`src/sv/substring_occurrence_matcher_assert.svh`:
```
// ---------------------------------------------------------------------------
// Assertion macros for the substring occurrence matcher
// Shared concurrent property forms, clocked and disabled during reset.
// ---------------------------------------------------------------------------
`ifndef SUBSTRING_OCCURRENCE_MATCHER_ASSERT_SVH
`define SUBSTRING_OCCURRENCE_MATCHER_ASSERT_SVH

// Same-cycle implication.
`define SOM_ASSERT_IMP(label, clk_i, rst_n, ante, cons, msg) \
	label: assert property (@(posedge clk_i) disable iff (!rst_n) (ante) |-> (cons)) \
		else $error(msg);

// Next-cycle implication.
`define SOM_ASSERT_NXT(label, clk_i, rst_n, ante, cons, msg) \
	label: assert property (@(posedge clk_i) disable iff (!rst_n) (ante) |=> (cons)) \
		else $error(msg);

`endif

```
`src/sv/som_pkg.sv`:
```
// ---------------------------------------------------------------------------
// som_pkg
// Types, constants and helper functions of the substring occurrence matcher.
// ---------------------------------------------------------------------------
package som_pkg;

	localparam int NEEDLE_MAX_DEF      = 16;
	localparam int MAX_LINE_LENGTH_DEF = 4096;
	localparam int QUEUE_DEPTH_DEF     = 4;

	localparam int LINE_W  = 20;
	localparam int START_W = 12;
	localparam int END_W   = 13;
	localparam int LEN_W   = 5;
	localparam int CFG_IW  = 3;

	// Register map of the configuration port.
	typedef enum logic [CFG_IW-1:0] {
		CFG_NEEDLE_LOW  = 3'd0,
		CFG_NEEDLE_HIGH = 3'd1,
		CFG_NEEDLE_LEN  = 3'd2,
		CFG_CASE_SENS   = 3'd3,
		CFG_SEED_LINE   = 3'd4,
		CFG_SEED_START  = 3'd5
	} cfg_index_t;

	typedef struct packed {
		logic [7:0]        text_byte;
		logic [LINE_W-1:0] line_number;
		logic              last_of_line;
	} in_t;

	typedef struct packed {
		logic [LINE_W-1:0]  match_line;
		logic [START_W-1:0] col_first;
		logic [END_W-1:0]   col_past;
		logic               is_primary;
	} out_t;

	typedef struct packed {
		logic [63:0]        needle_low;
		logic [63:0]        needle_high;
		logic [LEN_W-1:0]   needle_length;
		logic               exact_cmp;
		logic [LINE_W-1:0]  anchor_line;
		logic [START_W-1:0] anchor_col;
	} cfg_t;

	typedef struct packed {
		logic full;
		logic empty;
	} q_status_t;

	// ASCII lower-case fold; only 'A'..'Z' change.
	function automatic logic [7:0] fold_byte(input logic [7:0] b, input logic fold);
		if (fold && b >= 8'h41 && b <= 8'h5A) begin
			return b + 8'h20;
		end
		return b;
	endfunction

	function automatic logic [7:0] needle_byte(input cfg_t cfg, input logic [3:0] j);
		logic [127:0] w;
		w = {cfg.needle_high, cfg.needle_low};
		return w[j*8 +: 8];
	endfunction

endpackage

```
`src/sv/substring_occurrence_matcher.sv`:
```
// ---------------------------------------------------------------------------
// substring_occurrence_matcher
// Streaming needle search over line text, one byte word per cycle while item_stall is low.
// ---------------------------------------------------------------------------
// Usage:
//   item channel (item_valid / item_stall / item): one text byte per word,
//   tagged with its line index and a last-of-line mark.
//   result channel (result_valid / result_stall / result): one word per
//   occurrence found (line, start column, end column, primary flag).
//   cfg channel (cfg_valid / cfg_ready / cfg_index / cfg_data): register
//   writes, always ready; write only while no word is in flight.
// Path: an occurrence completed by an accepted byte passes the compare stage
//   register, then the queue, then the output register driving result.
// Throughput: one byte per cycle while item_stall is low; the compare over
//   the full window is combinational in the front stage.
// Receiver stall: occurrences collect in a QUEUE_DEPTH-entry queue; once it
//   is full and the compare stage holds another, item_stall rises.
// Reset: needle length 1, case-sensitive, needle and seed zero, column 0,
//   queue and output empty. The byte window is not cleared.
// ---------------------------------------------------------------------------
module substring_occurrence_matcher import som_pkg::*; #(
	parameter int NEEDLE_MAX      = NEEDLE_MAX_DEF,
	parameter int MAX_LINE_LENGTH = MAX_LINE_LENGTH_DEF,
	parameter int QUEUE_DEPTH     = QUEUE_DEPTH_DEF
) (
	input  logic              clk,
	input  logic              arst_n,
	input  logic              item_valid,
	output logic              item_stall,
	input  in_t               item,
	output logic              result_valid,
	input  logic              result_stall,
	output out_t              result,
	input  logic              cfg_valid,
	output logic              cfg_ready,
	input  logic [CFG_IW-1:0] cfg_index,
	input  logic [63:0]       cfg_data
);

	cfg_t      cfg_q;
	logic      push;
	out_t      push_word;
	logic      pop;
	out_t      head;
	q_status_t q_status;

	// Register writes are taken every cycle.
	assign cfg_ready = 1'b1;

	// Hold configuration; decode the index, drop writes beyond the map.
	always_ff @(posedge clk or negedge arst_n) begin
		if (!arst_n) begin
			cfg_q.needle_low    <= '0;
			cfg_q.needle_high   <= '0;
			cfg_q.needle_length <= LEN_W'(1);
			cfg_q.exact_cmp     <= 1'b1;
			cfg_q.anchor_line   <= '0;
			cfg_q.anchor_col    <= '0;
		end else if (cfg_valid && cfg_ready) begin
			case (cfg_index)
				CFG_NEEDLE_LOW:  cfg_q.needle_low    <= cfg_data;
				CFG_NEEDLE_HIGH: cfg_q.needle_high   <= cfg_data;
				CFG_NEEDLE_LEN:  cfg_q.needle_length <= cfg_data[LEN_W-1:0];
				CFG_CASE_SENS:   cfg_q.exact_cmp     <= cfg_data[0];
				CFG_SEED_LINE:   cfg_q.anchor_line   <= cfg_data[LINE_W-1:0];
				CFG_SEED_START:  cfg_q.anchor_col    <= cfg_data[START_W-1:0];
				default:         cfg_q               <= cfg_q;
			endcase
		end
	end

	// Front: window, column count and compare.
	som_front #(
		.NEEDLE_MAX      (NEEDLE_MAX),
		.MAX_LINE_LENGTH (MAX_LINE_LENGTH)
	) u_front (
		.clk        (clk),
		.arst_n     (arst_n),
		.cfg        (cfg_q),
		.item_valid (item_valid),
		.item_stall (item_stall),
		.item       (item),
		.q_status   (q_status),
		.push       (push),
		.push_word  (push_word)
	);

	// Queue: decouple the compare from the receiver.
	som_queue #(
		.DEPTH (QUEUE_DEPTH)
	) u_queue (
		.clk       (clk),
		.arst_n    (arst_n),
		.push      (push),
		.push_word (push_word),
		.pop       (pop),
		.head      (head),
		.status    (q_status)
	);

	// Back: registered result word.
	som_back u_back (
		.clk          (clk),
		.arst_n       (arst_n),
		.head         (head),
		.q_status     (q_status),
		.pop          (pop),
		.result_valid (result_valid),
		.result_stall (result_stall),
		.result       (result)
	);

endmodule

```
`src/sv/som_front.sv`:
```
// ---------------------------------------------------------------------------
// som_front
// Takes text words, shifts the byte window, counts columns and compares the
// window against the needle; pushes each occurrence into the result queue.
// ---------------------------------------------------------------------------
`include "substring_occurrence_matcher_assert.svh"

module som_front import som_pkg::*; #(
	parameter int NEEDLE_MAX      = NEEDLE_MAX_DEF,
	parameter int MAX_LINE_LENGTH = MAX_LINE_LENGTH_DEF
) (
	input  logic      clk,
	input  logic      arst_n,
	input  cfg_t      cfg,
	input  logic      item_valid,
	output logic      item_stall,
	input  in_t       item,
	input  q_status_t q_status,
	output logic      push,
	output out_t      push_word
);

	localparam int CW     = $clog2(MAX_LINE_LENGTH + 1);
	localparam int CW1    = CW + 1;
	localparam int XW     = (CW > END_W) ? CW : END_W;
	localparam int WIN_IW = (NEEDLE_MAX > 1) ? $clog2(NEEDLE_MAX) : 1;

	logic [7:0]        win_q [NEEDLE_MAX];
	logic [CW-1:0]     col_q;
	logic              s1_valid_q;
	logic [CW-1:0]     col_s1_q;
	logic [LINE_W-1:0] line_s1_q;

	logic          accept;
	logic          advance;
	logic          fold;
	logic          cmp_ok;
	logic          len_ok;
	logic          col_ok;
	logic          hit;
	logic [CW-1:0] end_col;
	logic [CW-1:0] start_col;
	logic [XW-1:0] start_x;
	logic [XW-1:0] end_x;

	assign fold = !cfg.exact_cmp;

	// Byte compare over the whole window; positions beyond the needle length drop out.
	always_comb begin
		logic [LEN_W-1:0] pos;
		cmp_ok = 1'b1;
		pos    = '0;
		for (int i = 0; i < NEEDLE_MAX; i++) begin
			pos = cfg.needle_length - LEN_W'(1) - LEN_W'(i);
			if (LEN_W'(i) < cfg.needle_length) begin
				if (fold_byte(win_q[pos[WIN_IW-1:0]], fold) !=
				    fold_byte(needle_byte(cfg, 4'(i)), fold)) begin
					cmp_ok = 1'b0;
				end
			end
		end
	end

	assign len_ok = (cfg.needle_length >= LEN_W'(1)) &&
	                (cfg.needle_length <= LEN_W'(NEEDLE_MAX));
	assign col_ok = (col_s1_q < CW'(MAX_LINE_LENGTH)) &&
	                ((CW1'(col_s1_q) + CW1'(1)) >= CW1'(cfg.needle_length));
	assign hit    = s1_valid_q && len_ok && col_ok && cmp_ok;

	assign end_col   = col_s1_q + CW'(1);
	assign start_col = end_col - CW'(cfg.needle_length);
	assign start_x   = XW'(start_col);
	assign end_x     = XW'(end_col);

	// Hold the stage while its occurrence cannot enter the queue.
	assign item_stall = hit && q_status.full;
	assign advance    = !item_stall;
	assign accept     = item_valid && !item_stall;
	assign push       = hit && !q_status.full;

	always_comb begin
		push_word.match_line = line_s1_q;
		push_word.col_first  = start_x[START_W-1:0];
		push_word.col_past   = end_x[END_W-1:0];
		push_word.is_primary = (line_s1_q == cfg.anchor_line) &&
		                       (start_x == XW'(cfg.anchor_col));
	end

	always_ff @(posedge clk or negedge arst_n) begin
		if (!arst_n) begin
			s1_valid_q <= 1'b0;
			col_q      <= '0;
		end else if (advance) begin
			s1_valid_q <= accept;
			if (accept) begin
				if (item.last_of_line) begin
					col_q <= '0;
				end else if (col_q < CW'(MAX_LINE_LENGTH)) begin
					col_q <= col_q + CW'(1);
				end
			end
		end
	end

	always_ff @(posedge clk) begin
		if (accept) begin
			col_s1_q  <= col_q;
			line_s1_q <= item.line_number;
			win_q[0]  <= item.text_byte;
			for (int i = 1; i < NEEDLE_MAX; i++) begin
				win_q[i] <= win_q[i-1];
			end
		end
	end

	`SOM_ASSERT_NXT(a_hit_held, clk, arst_n, hit && q_status.full, s1_valid_q && $stable(col_s1_q), "blocked occurrence lost")
	`SOM_ASSERT_NXT(a_accept_s1, clk, arst_n, accept, s1_valid_q, "accepted word missing from stage")

endmodule

```
`src/sv/som_queue.sv`:
```
// ---------------------------------------------------------------------------
// som_queue
// Short result queue between the compare front and the output stage.
// ---------------------------------------------------------------------------
`include "substring_occurrence_matcher_assert.svh"

module som_queue import som_pkg::*; #(
	parameter int DEPTH = QUEUE_DEPTH_DEF
) (
	input  logic      clk,
	input  logic      arst_n,
	input  logic      push,
	input  out_t      push_word,
	input  logic      pop,
	output out_t      head,
	output q_status_t status
);

	localparam int PW    = (DEPTH > 1) ? $clog2(DEPTH) : 1;
	localparam int CNT_W = $clog2(DEPTH + 1);

	out_t             mem_q [DEPTH];
	logic [PW-1:0]    wr_ptr_q;
	logic [PW-1:0]    rd_ptr_q;
	logic [CNT_W-1:0] count_q;

	assign status.full  = (count_q == CNT_W'(DEPTH));
	assign status.empty = (count_q == '0);
	assign head         = mem_q[rd_ptr_q];

	function automatic logic [PW-1:0] bump(input logic [PW-1:0] p);
		return (p == PW'(DEPTH - 1)) ? '0 : p + PW'(1);
	endfunction

	always_ff @(posedge clk or negedge arst_n) begin
		if (!arst_n) begin
			wr_ptr_q <= '0;
			rd_ptr_q <= '0;
			count_q  <= '0;
		end else begin
			if (push) begin
				wr_ptr_q <= bump(wr_ptr_q);
			end
			if (pop) begin
				rd_ptr_q <= bump(rd_ptr_q);
			end
			case ({push, pop})
				2'b10:   count_q <= count_q + CNT_W'(1);
				2'b01:   count_q <= count_q - CNT_W'(1);
				default: count_q <= count_q;
			endcase
		end
	end

	always_ff @(posedge clk) begin
		if (push) begin
			mem_q[wr_ptr_q] <= push_word;
		end
	end

	`SOM_ASSERT_IMP(a_no_overflow, clk, arst_n, push, !status.full, "push into full queue")
	`SOM_ASSERT_IMP(a_no_underflow, clk, arst_n, pop, !status.empty, "pop from empty queue")

endmodule

```
`src/sv/som_back.sv`:
```
// ---------------------------------------------------------------------------
// som_back
// Output register: drains the result queue toward the downstream receiver.
// ---------------------------------------------------------------------------
`include "substring_occurrence_matcher_assert.svh"

module som_back import som_pkg::*; (
	input  logic      clk,
	input  logic      arst_n,
	input  out_t      head,
	input  q_status_t q_status,
	output logic      pop,
	output logic      result_valid,
	input  logic      result_stall,
	output out_t      result
);

	logic valid_q;
	out_t word_q;

	// Load a new word whenever the register is empty or being taken.
	assign pop          = !q_status.empty && (!valid_q || !result_stall);
	assign result_valid = valid_q;
	assign result       = word_q;

	always_ff @(posedge clk or negedge arst_n) begin
		if (!arst_n) begin
			valid_q <= 1'b0;
		end else if (!valid_q || !result_stall) begin
			valid_q <= !q_status.empty;
		end
	end

	always_ff @(posedge clk) begin
		if (pop) begin
			word_q <= head;
		end
	end

	`SOM_ASSERT_NXT(a_pop_shows, clk, arst_n, pop, result_valid, "popped word not presented")

endmodule

```
`config.mk`:
```
export PLATFORM = sky130hd
export DESIGN_NAME = substring_occurrence_matcher
export DESIGN_NICKNAME = d
export VERILOG_FILES = /design/src/sv/som_pkg.sv /design/src/sv/substring_occurrence_matcher.sv /design/src/sv/som_front.sv /design/src/sv/som_queue.sv /design/src/sv/som_back.sv
export VERILOG_INCLUDE_DIRS = /design/src /design/src/sv
export SDC_FILE = /design/constraint.sdc
export NUM_CORES = 1
export LEC_CHECK = 0
export BUFFER_PORTS_ARGS = -buffer_cell sky130_fd_sc_hd__buf_2
export CORE_UTILIZATION = 45
export CTS_BUF_LIST = sky130_fd_sc_hd__clkbuf_16
export DETAILED_ROUTE_END_ITERATION = 16
export PLACE_DENSITY_LB_ADDON = 0.12
export SLEW_MARGIN = 20
export SYNTH_ARGS = -nofsm -noshare
export SYNTH_HDL_FRONTEND = slang
export SYNTH_SLANG_ARGS = --single-unit
```
`constraint.sdc`:
```
create_clock -name clk -period 9.61 [get_ports clk]
set_clock_uncertainty 0.2 [all_clocks]
set_input_delay 0 -clock clk [delete_from_list [all_inputs] [get_ports clk]]
set_output_delay 0 -clock clk [all_outputs]
set_load 0.01 [all_outputs]
```
Word level (Yosys, flattened, before mapping):

Memory sizes are Yosys's and may differ from the RTL's. A register that Yosys moved wholly into a read port is not among the register bits.
Cells that the tools add are included.

* memories: 2
* register bits after elaboration: 221
* RAM bits: 312
* output and inout bits: 49

Memories
* u_queue.mem_q: words 4, bits a word 46, rd ports 1, clocked after memory_dff 1, wr ports 1, line som_queue.sv:22 `out_t mem_q [DEPTH];`
* u_front.win_q: words 16, bits a word 8, rd ports 31, clocked after memory_dff 0, wr ports 16, line som_front.sv:28 `logic [7:0] win_q [NEEDLE_MAX];`

* muxes and demuxes: 201
* bitwise gates (word level): 1
* add/subtract/negate cells: 56
* reductions and logical operators: 92
* $lt $le $gt $ge: 85
* eq/ne operators: 28

Operators with widths (number)
* two-way mux 8 bit: 96
* adder 8 x 6 -> 8 bit, second input constant: 32
* greater-or-equal comparator 8 x 7 -> 1 bit, second input constant: 32
* <= comparator 8 x 7 -> 1 bit, second input constant: 32
* != test 8 bit: 16
* two-way mux 1 bit: 100
* logical AND 1 bit: 74
* less-than comparator 4 x 5 -> 1 bit, first input constant: 8
* subtractor 4 bit, second input constant: 8
* adder 13 x 1 -> 13 bit, second input constant: 2
* less-than comparator 13 bit, second input constant: 2
* two-way mux 13 bit: 2
* == test 20 bit: 1
* less-than comparator 3 x 5 -> 1 bit, first input constant: 4
* subtractor 4 x 3 -> 4 bit, second input constant: 4
* adder 13 x 1 -> 14 bit, second input constant: 1
* greater-or-equal comparator 14 x 5 -> 1 bit: 1
* == test 13 x 12 -> 1 bit: 1
* subtractor 13 x 5 -> 13 bit: 1
* AND reduction 2 bit: 6
* less-than comparator 1 x 5 -> 1 bit, first input constant: 2
* less-than comparator 2 x 5 -> 1 bit, first input constant: 2
* == test 3 bit, second input constant: 3
* subtractor 4 x 1 -> 4 bit, second input constant: 2
* 18 further kinds: 31

Longest topological paths before layout:

An unclocked memory read counts as a cell.

* depth after elaboration: 48
* mapped depth: 34

Modules after synthesis:

From an unflattened synthesis, not the netlist that was laid out.

* cell total of the unflattened synthesis: 2459
* area total of the unflattened synthesis: 33657.3 µm²

Modules (own cells, without submodules)
* som_front: seq. area each 5185.0 µm², times used 1, cells each 1775, area each 18539.0 µm²
* som_queue: seq. area each 5700.5 µm², times used 1, cells each 278, area each 7049.3 µm²
* substring_occurrence_matcher: seq. area each 4156.5 µm², times used 1, cells each 357, area each 6647.6 µm²
* som_back: seq. area each 1406.3 µm², times used 1, cells each 49, area each 1421.4 µm²

Worst setup path after synthesis:

OpenSTA, ideal clock, no wires.

* path kind: reg2reg
* start: register cfg_q[33] (netlist bit)
* end: register u_front.col_s1_q[0], enable pin
* arrival: 7.548 ns
* path buffers: 9
* period minus slack after synthesis: 8.191 ns
* stages on the path, launching flop included: 26
* slack: 1.419 ns
* path through: dfstp_2 -> buf_2 -> inv_2 -> buf_2 -> buf_2 -> clkbuf_1 -> ha_1 -> clkbuf_1 -> buf_2 -> buf_2 -> nor2b_1 -> xnor2_1 -> o21ai_0 -> xnor2_1 -> buf_2 -> mux2_2 -> ha_1 -> or3_1 -> o31ai_1 -> xnor2_1 -> a31oi_1 -> nor4_1 -> and4bb_1 -> buf_4 -> or2b_4 -> inv_2

* longest elaborated chain between the ends: 46
* elaborated cells between the ends (all ways): 252
* classes of those cells: add/sub (32); order compare (51); eq/ne (16); mux (112); reduce/logical (40); memory (1)

RTL lines
* start: declaration: line substring_occurrence_matcher.sv:40 `cfg_t cfg_q;`
* start signal: assignment: line substring_occurrence_matcher.sv:67 `default: cfg_q <= cfg_q;`
* parallel branches: the longest is 42 deep, another holds memory (16 x 8 bit)
* logical AND 1 bit *: line som_front.sv:68 `assign hit = s1_valid_q && len_ok && col_ok && cmp_ok;`
* logical AND 1 bit *: line som_front.sv:76 `assign item_stall = hit && q_status.full;`
* zero test 1 bit *
* logical AND 1 bit *: line som_front.sv:78 `assign accept = item_valid && !item_stall;`
* net u_front.accept: line som_front.sv:34 `logic accept;`
* end signal: assignment: line som_front.sv:107 `col_s1_q <= col_q;`
* end: declaration: line som_front.sv:31 `logic [CW-1:0] col_s1_q;`

Mark *: on every way through the listed nets, which the timed path passes. The select of a mux whose other input is x is not followed.
A chain may end at the register's enable or synchronous reset.

==> impl_results.html <==
<table>
<tr><th>Metric</th><th>Value</th></tr>
<tr><th colspan="2">Die</th></tr>
<tr><td>Die Span X</td><td>271.4 um</td></tr>
<tr><td>Number of rows in the core area</td><td>98</td></tr>
<tr><td>Die H</td><td>271.4 um</td></tr>
<tr><td>Starting utilization of the core area</td><td>45.62%</td></tr>
<tr><td>Die area</td><td>73680 um^2</td></tr>
<tr><td>Core outline area</td><td>71610 um^2</td></tr>
<tr><td>Count of boundary I/O pins</td><td>150</td></tr>
<tr><th colspan="2">Global route</th></tr>
<tr><td>Total congestion overflow</td><td>0</td></tr>
<tr><td>Via count of the first global-routing pass</td><td>22290</td></tr>
<tr><td>Total GRT Usage</td><td>24.77%</td></tr>
<tr><td>Wire length of the first global-routing pass</td><td>137900 um</td></tr>
<tr><td>Number of antenna violations at the first check in global routing</td><td>1</td></tr>
<tr><td>Maximum number of pins on one net before global-route repair</td><td>129</td></tr>
<tr><th colspan="2">Routing</th></tr>
<tr><td>Wire length per cell after detailed routing</td><td>24.11 um</td></tr>
<tr><td>Count of unresolved DRC violations after routing</td><td>0</td></tr>
<tr><td>Drt initial violations</td><td>1848</td></tr>
<tr><td>Via density</td><td>5.908</td></tr>
<tr><td>First drt pass iteration count</td><td>5</td></tr>
<tr><td>Total routed wirelength</td><td>90840 um</td></tr>
<tr><td>DR vias</td><td>22260</td></tr>
<tr><td>Post-detailed-route count of antenna-violating nets</td><td>0</td></tr>
<tr><th colspan="2">Clock tree</th></tr>
<tr><td>Buffer count from post-CTS setup fixing</td><td>0</td></tr>
<tr><td>Num Clock Sinks</td><td>579</td></tr>
<tr><td>Max H-tree Level</td><td>3</td></tr>
<tr><td>Clock Path Buffers</td><td>3</td></tr>
<tr><td>Clk slew on worst S/H paths</td><td>0.06 ns</td></tr>
<tr><td>Worst-Skew Late Latency</td><td>0.61 ns</td></tr>
<tr><td>Total clock buffers created by CTS</td><td>66</td></tr>
<tr><td>Library cell used as clock root buffer</td><td>sky130_fd_sc_hd__clkbuf_16</td></tr>
<tr><td>Clock tree from TritonCTS</td><td>done</td></tr>
<tr><th colspan="2">Critical path</th></tr>
<tr><td>Slowest cell delay on critical path</td><td>0.81 ns</td></tr>
<tr><td>Kind of critical path</td><td>reg2reg</td></tr>
<tr><td>Buffer and inverter count on the worst path</td><td>3</td></tr>
<tr><td>Crit path required time</td><td>9.61 ns</td></tr>
<tr><td>Maximum fanout along the worst path</td><td>128</td></tr>
<tr><td>Depth of the worst register-to-register path</td><td>18</td></tr>
<tr><td>Crit-path cells</td><td>inv_1 &gt; ha_4 &gt; nor2b_1 &gt; o21ai_0 &gt; nand4_1 &gt; nand2_2 &gt; mux4_2 &gt; ha_1 &gt; nor2b_1 &gt; or4_1 &gt; a21oi_1 &gt; nor4b_1 &gt; o311ai_1 &gt; nor4_1 &gt; and4bb_1 &gt; or2b_4 &gt; inv_6 &gt; buf_12</td></tr>
<tr><td>Endpoint of the worst register-to-register path</td><td>u_front.win_q[14][1]$_DFFE_PP_</td></tr>
<tr><td>Sort of element at the end of the critical path</td><td>register</td></tr>
<tr><td>Startpoint class of the critical path</td><td>register</td></tr>
<tr><td>Cell at the slowest stage of the critical path</td><td>sky130_fd_sc_hd__dfrtp_1</td></tr>
<tr><td>Worst path most repeated cell</td><td>sky130_fd_sc_hd__nor2b_1</td></tr>
<tr><td>Worst path top cell family by delay</td><td>simple AND/OR/NAND/NOR gates</td></tr>
<tr><td>Worst reg2reg path startpoint</td><td>cfg_q[34]$_DFFE_PN0P_</td></tr>
<tr><td>Setup slack on the worst flop-to-flop path</td><td>1.43 ns</td></tr>
<tr><td>CP Data Arrival Time</td><td>8.18 ns</td></tr>
<tr><th colspan="2">Synthesis</th></tr>
<tr><td>Synthesized instance count</td><td>2444</td></tr>
<tr><td>Number of warnings reported in the yosys synthesis log</td><td>0</td></tr>
<tr><td>Number of synthesized flops with an enable pin</td><td>391</td></tr>
<tr><td>Flip-flop and latch count after synthesis</td><td>579</td></tr>
<tr><td>Top cell type's share of synthesized area</td><td>35.94%</td></tr>
<tr><td>Most repeated cell in the gate-level netlist after synthesis</td><td>sky130_fd_sc_hd__edfxtp_1</td></tr>
<tr><td>Number of unique standard cell types used by synthesis</td><td>92</td></tr>
<tr><td>Post-Syn Area per Cell</td><td>13.37 um^2</td></tr>
<tr><td>Sequential share of the synthesized area</td><td>50.35%</td></tr>
<tr><td>Syn nets</td><td>2595</td></tr>
<tr><td>Most frequent cells after synthesis</td><td>sky130_fd_sc_hd__edfxtp_1, sky130_fd_sc_hd__mux2_2, sky130_fd_sc_hd__dfrtp_1</td></tr>
<tr><td>Ranking of synthesized cells by area</td><td>sky130_fd_sc_hd__edfxtp_1, sky130_fd_sc_hd__dfrtp_1, sky130_fd_sc_hd__mux4_2, sky130_fd_sc_hd__mux2_2, sky130_fd_sc_hd__mux2i_1</td></tr>
<tr><td>Share of async-settable or async-resettable flops after synthesis</td><td>32.47%</td></tr>
<tr><td>Main flop type after synthesis</td><td>sky130_fd_sc_hd__edfxtp_1</td></tr>
<tr><td>Post-synth top area cell</td><td>sky130_fd_sc_hd__edfxtp_1</td></tr>
<tr><td>Post-Synthesis Cell Area</td><td>32670 um^2</td></tr>
<tr><th colspan="2">Timing</th></tr>
<tr><td>Shortest period the worst path allows</td><td>8.182 ns</td></tr>
<tr><td>Setup repair after global routing missed its margin</td><td>false</td></tr>
<tr><td>Final Slew Violations</td><td>0</td></tr>
<tr><td>Max transition margin</td><td>26.00%</td></tr>
<tr><td>Setup tns final</td><td>0 ns</td></tr>
<tr><td>Upper clock frequency limit</td><td>122.2 MHz</td></tr>
<tr><td>Period utilisation layout</td><td>85.14%</td></tr>
<tr><td>Number of endpoints failing setup at the final stage</td><td>0</td></tr>
<tr><td>Final Hold Viols</td><td>0</td></tr>
<tr><td>Actual transition at the worst max-transition pin</td><td>1.105 ns</td></tr>
<tr><th colspan="2">Power</th></tr>
<tr><td>Final Total Pwr</td><td>0.01129 W</td></tr>
<tr><td>Cell Pwr Density</td><td>293.8 nW/um^2</td></tr>
<tr><td>Peak supply drop</td><td>0.0001679 V</td></tr>
<tr><td>LEAKAGE</td><td>14.58 nW</td></tr>
<tr><th colspan="2">Cells and area</th></tr>
<tr><td>Inserted Diodes</td><td>0</td></tr>
<tr><td>Nets</td><td>2916</td></tr>
<tr><td>Count of fill cells added during filler insertion</td><td>5965</td></tr>
<tr><td>Share of final-layout standard cells stronger than drive strength 1</td><td>25.98%</td></tr>
<tr><td>Synthesis-to-finish area growth</td><td>17.66%</td></tr>
<tr><th colspan="2">Min path</th></tr>
<tr><td>Startpoint of the most critical hold path</td><td>cfg_data[56]</td></tr>
<tr><td>Type of the most critical hold path</td><td>in2reg</td></tr>
<tr><td>Worst hold path stage count</td><td>3</td></tr>
<tr><td>Terminating pin of the worst hold path</td><td>cfg_q[158]$_DFFE_PN0P_</td></tr>
<tr><th colspan="2">Job</th></tr>
<tr><td>Number of max-cap violations</td><td>0</td></tr>
<tr><th colspan="2">Placed design</th></tr>
<tr><td>HPWL after DPL</td><td>65710 um</td></tr>
<tr><td>Count of buffers from port buffering</td><td>148</td></tr>
<tr><td>Final estimated routing congestion in global placement</td><td>0.9869</td></tr>
<tr><th colspan="2">Run status</th></tr>
<tr><td>Outcome</td><td>finished clean</td></tr>
</table>
## cell usage in the layout, fill, tap and decap left out, types with 10 or more instances in the layout
cell type                       Yosys  final
sky130_fd_sc_hd__nand2b_1          13     13
sky130_fd_sc_hd__buf_2             45    147
sky130_fd_sc_hd__nor4b_1           12     11
sky130_fd_sc_hd__clkinv_2           0     13
sky130_fd_sc_hd__clkinv_1           4     17
sky130_fd_sc_hd__ha_1              48     47
sky130_fd_sc_hd__xnor2_1          106    100
sky130_fd_sc_hd__and2_1            14     10
sky130_fd_sc_hd__or3_1             12     12
sky130_fd_sc_hd__o211ai_1          16     16
sky130_fd_sc_hd__nor2b_1           15     15
sky130_fd_sc_hd__nor4_1            18     18
sky130_fd_sc_hd__o21ai_0           71     71
sky130_fd_sc_hd__clkbuf_16          0     66
sky130_fd_sc_hd__inv_1             50     64
sky130_fd_sc_hd__a31oi_1           21     21
sky130_fd_sc_hd__nand4_1           29     29
sky130_fd_sc_hd__o31ai_1           15     15
sky130_fd_sc_hd__mux2_2           252    252
sky130_fd_sc_hd__a21o_1            22     22
sky130_fd_sc_hd__a21oi_1           58     57
sky130_fd_sc_hd__buf_4              7     32
sky130_fd_sc_hd__o21a_1            18     18
sky130_fd_sc_hd__dlygate4sd3_1      0    181
sky130_fd_sc_hd__nor2_1           141    141
sky130_fd_sc_hd__and3_1            17     17
sky130_fd_sc_hd__edfxtp_1         391    391
sky130_fd_sc_hd__nand2_1          115    115
sky130_fd_sc_hd__nor3_1            52     51
sky130_fd_sc_hd__o21ai_1           17     17
sky130_fd_sc_hd__dfrtp_1          186    184
sky130_fd_sc_hd__mux4_2           163    163
sky130_fd_sc_hd__xor2_1            93     92
sky130_fd_sc_hd__mux2i_1          183    183
sky130_fd_sc_hd__nand3_1           62     62
## layer usage
| metal | part of all wire, % | wire [um] | vias up | GRT usage (%) |
|---|---|---|---|---|
| met5 | 0 | 0 | - | 0 |
| met4 | 4.3 | 3949 | 0 | 11.00 |
| met3 | 5.3 | 4819 | 156 | 3.830 |
| met2 | 49 | 44720 | 708 | 41.37 |
| met1 | 41 | 37340 | 11310 | 31.90 |
| li1 | - | - | 10090 | - |
## through the flow
step | cell area, um^2 | utilization (%) | setup WS [ns] | cells | hold slack, ns
after floorplan | 32670 | - | 1.419 | 2444 | -0.4956
after global placement | 34530 | 48.23 | 1.835 | 3465 | -0.1882
after detailed placement | 34530 | 48.23 | 1.691 | 3465 | -0.1824
after CTS | 38440 | 53.68 | 1.673 | 3768 | 0.0001609
after global routing | 38440 | 53.68 | 1.101 | 3768 | 0.01375
final | 38440 | 53.68 | 1.428 | 3768 | 0.02700
## cell families after synthesis
kind of cell    count (synthesis)  share of synthesized area (%)
other cells                     1                        0.01148
flops                         579                          50.35
buf+inv                       170                          2.275
simple gates                  537                          8.276
fa+ha+maj                      50                          1.961
compound gates                307                          6.162
xor+xnor                      199                          5.335
mux                           601                          25.63
## what timing repair did
item                                   CTS  global route
hold buffers                           182             0
resized for setup                        0             0
endpoints found under the hold margin  406             0
## sequential cells by signal, summed over array words and instances, names as in the netlist
name                 count
cfg_q                  166
u_back.result           46
u_back.result_valid      1
u_front.col_q           13
u_front.col_s1_q        13
u_front.line_s1_q       20
u_front.s1_valid_q       1
u_front.win_q          128
u_queue.count_q          3
u_queue.mem_q          184
u_queue.rd_ptr_q         2
u_queue.wr_ptr_q         2
## worst reg2reg max path: cells and delay by family (launching register included)
| family | cells | cell delay [ns] |
|---|---|---|
| buffers and inverters | 3 | 0.74 |
| multiplexers | 1 | 0.63 |
| flip-flops | 1 | 0.81 |
| adder cells (fa/ha/maj) | 2 | 1.10 |
| AO/OA/AOI/OAI | 3 | 0.71 |
| AND/OR/NAND/NOR | 9 | 3.39 |
## report_power, final
group / internal, W / switching, W
Clock: 0.00135 / 0.00105
Sequential: 0.00305 / 0.000311
Combinational: 0.00240 / 0.00313
## worst max-delay path by stage
stage          slack, ns  cells after the start                  start                             end
2_1_floorplan       1.42                     25  cfg_q[33]$_DFFE_PN1P_   u_front.col_s1_q[0]$_DFFE_PP_
3_3_place_gp        1.83                     15  cfg_q[33]$_DFFE_PN1P_  u_front.win_q[14][1]$_DFFE_PP_
3_5_place_dp        1.69                     18  cfg_q[33]$_DFFE_PN1P_  u_front.win_q[14][1]$_DFFE_PP_
4_1_cts             1.67                     18  cfg_q[33]$_DFFE_PN1P_   u_front.win_q[4][1]$_DFFE_PP_
5_1_grt             1.10                     18  cfg_q[34]$_DFFE_PN0P_  u_front.win_q[10][2]$_DFFE_PP_
6_report            1.43                     18  cfg_q[34]$_DFFE_PN0P_  u_front.win_q[14][1]$_DFFE_PP_
## layout make-up
class                      count  area, um^2  area share [%]
clock buffer                  66        1652           4.296
timing repair buffer         367        2929           7.620
sequential                   579       16450           42.81
clock inverter                55       415.4           1.081
multi-input combinational   1695       15590           40.55
tap                          950        1189           3.092
inverter                      56       215.2          0.5598
(Power assumes the default switching activity.)
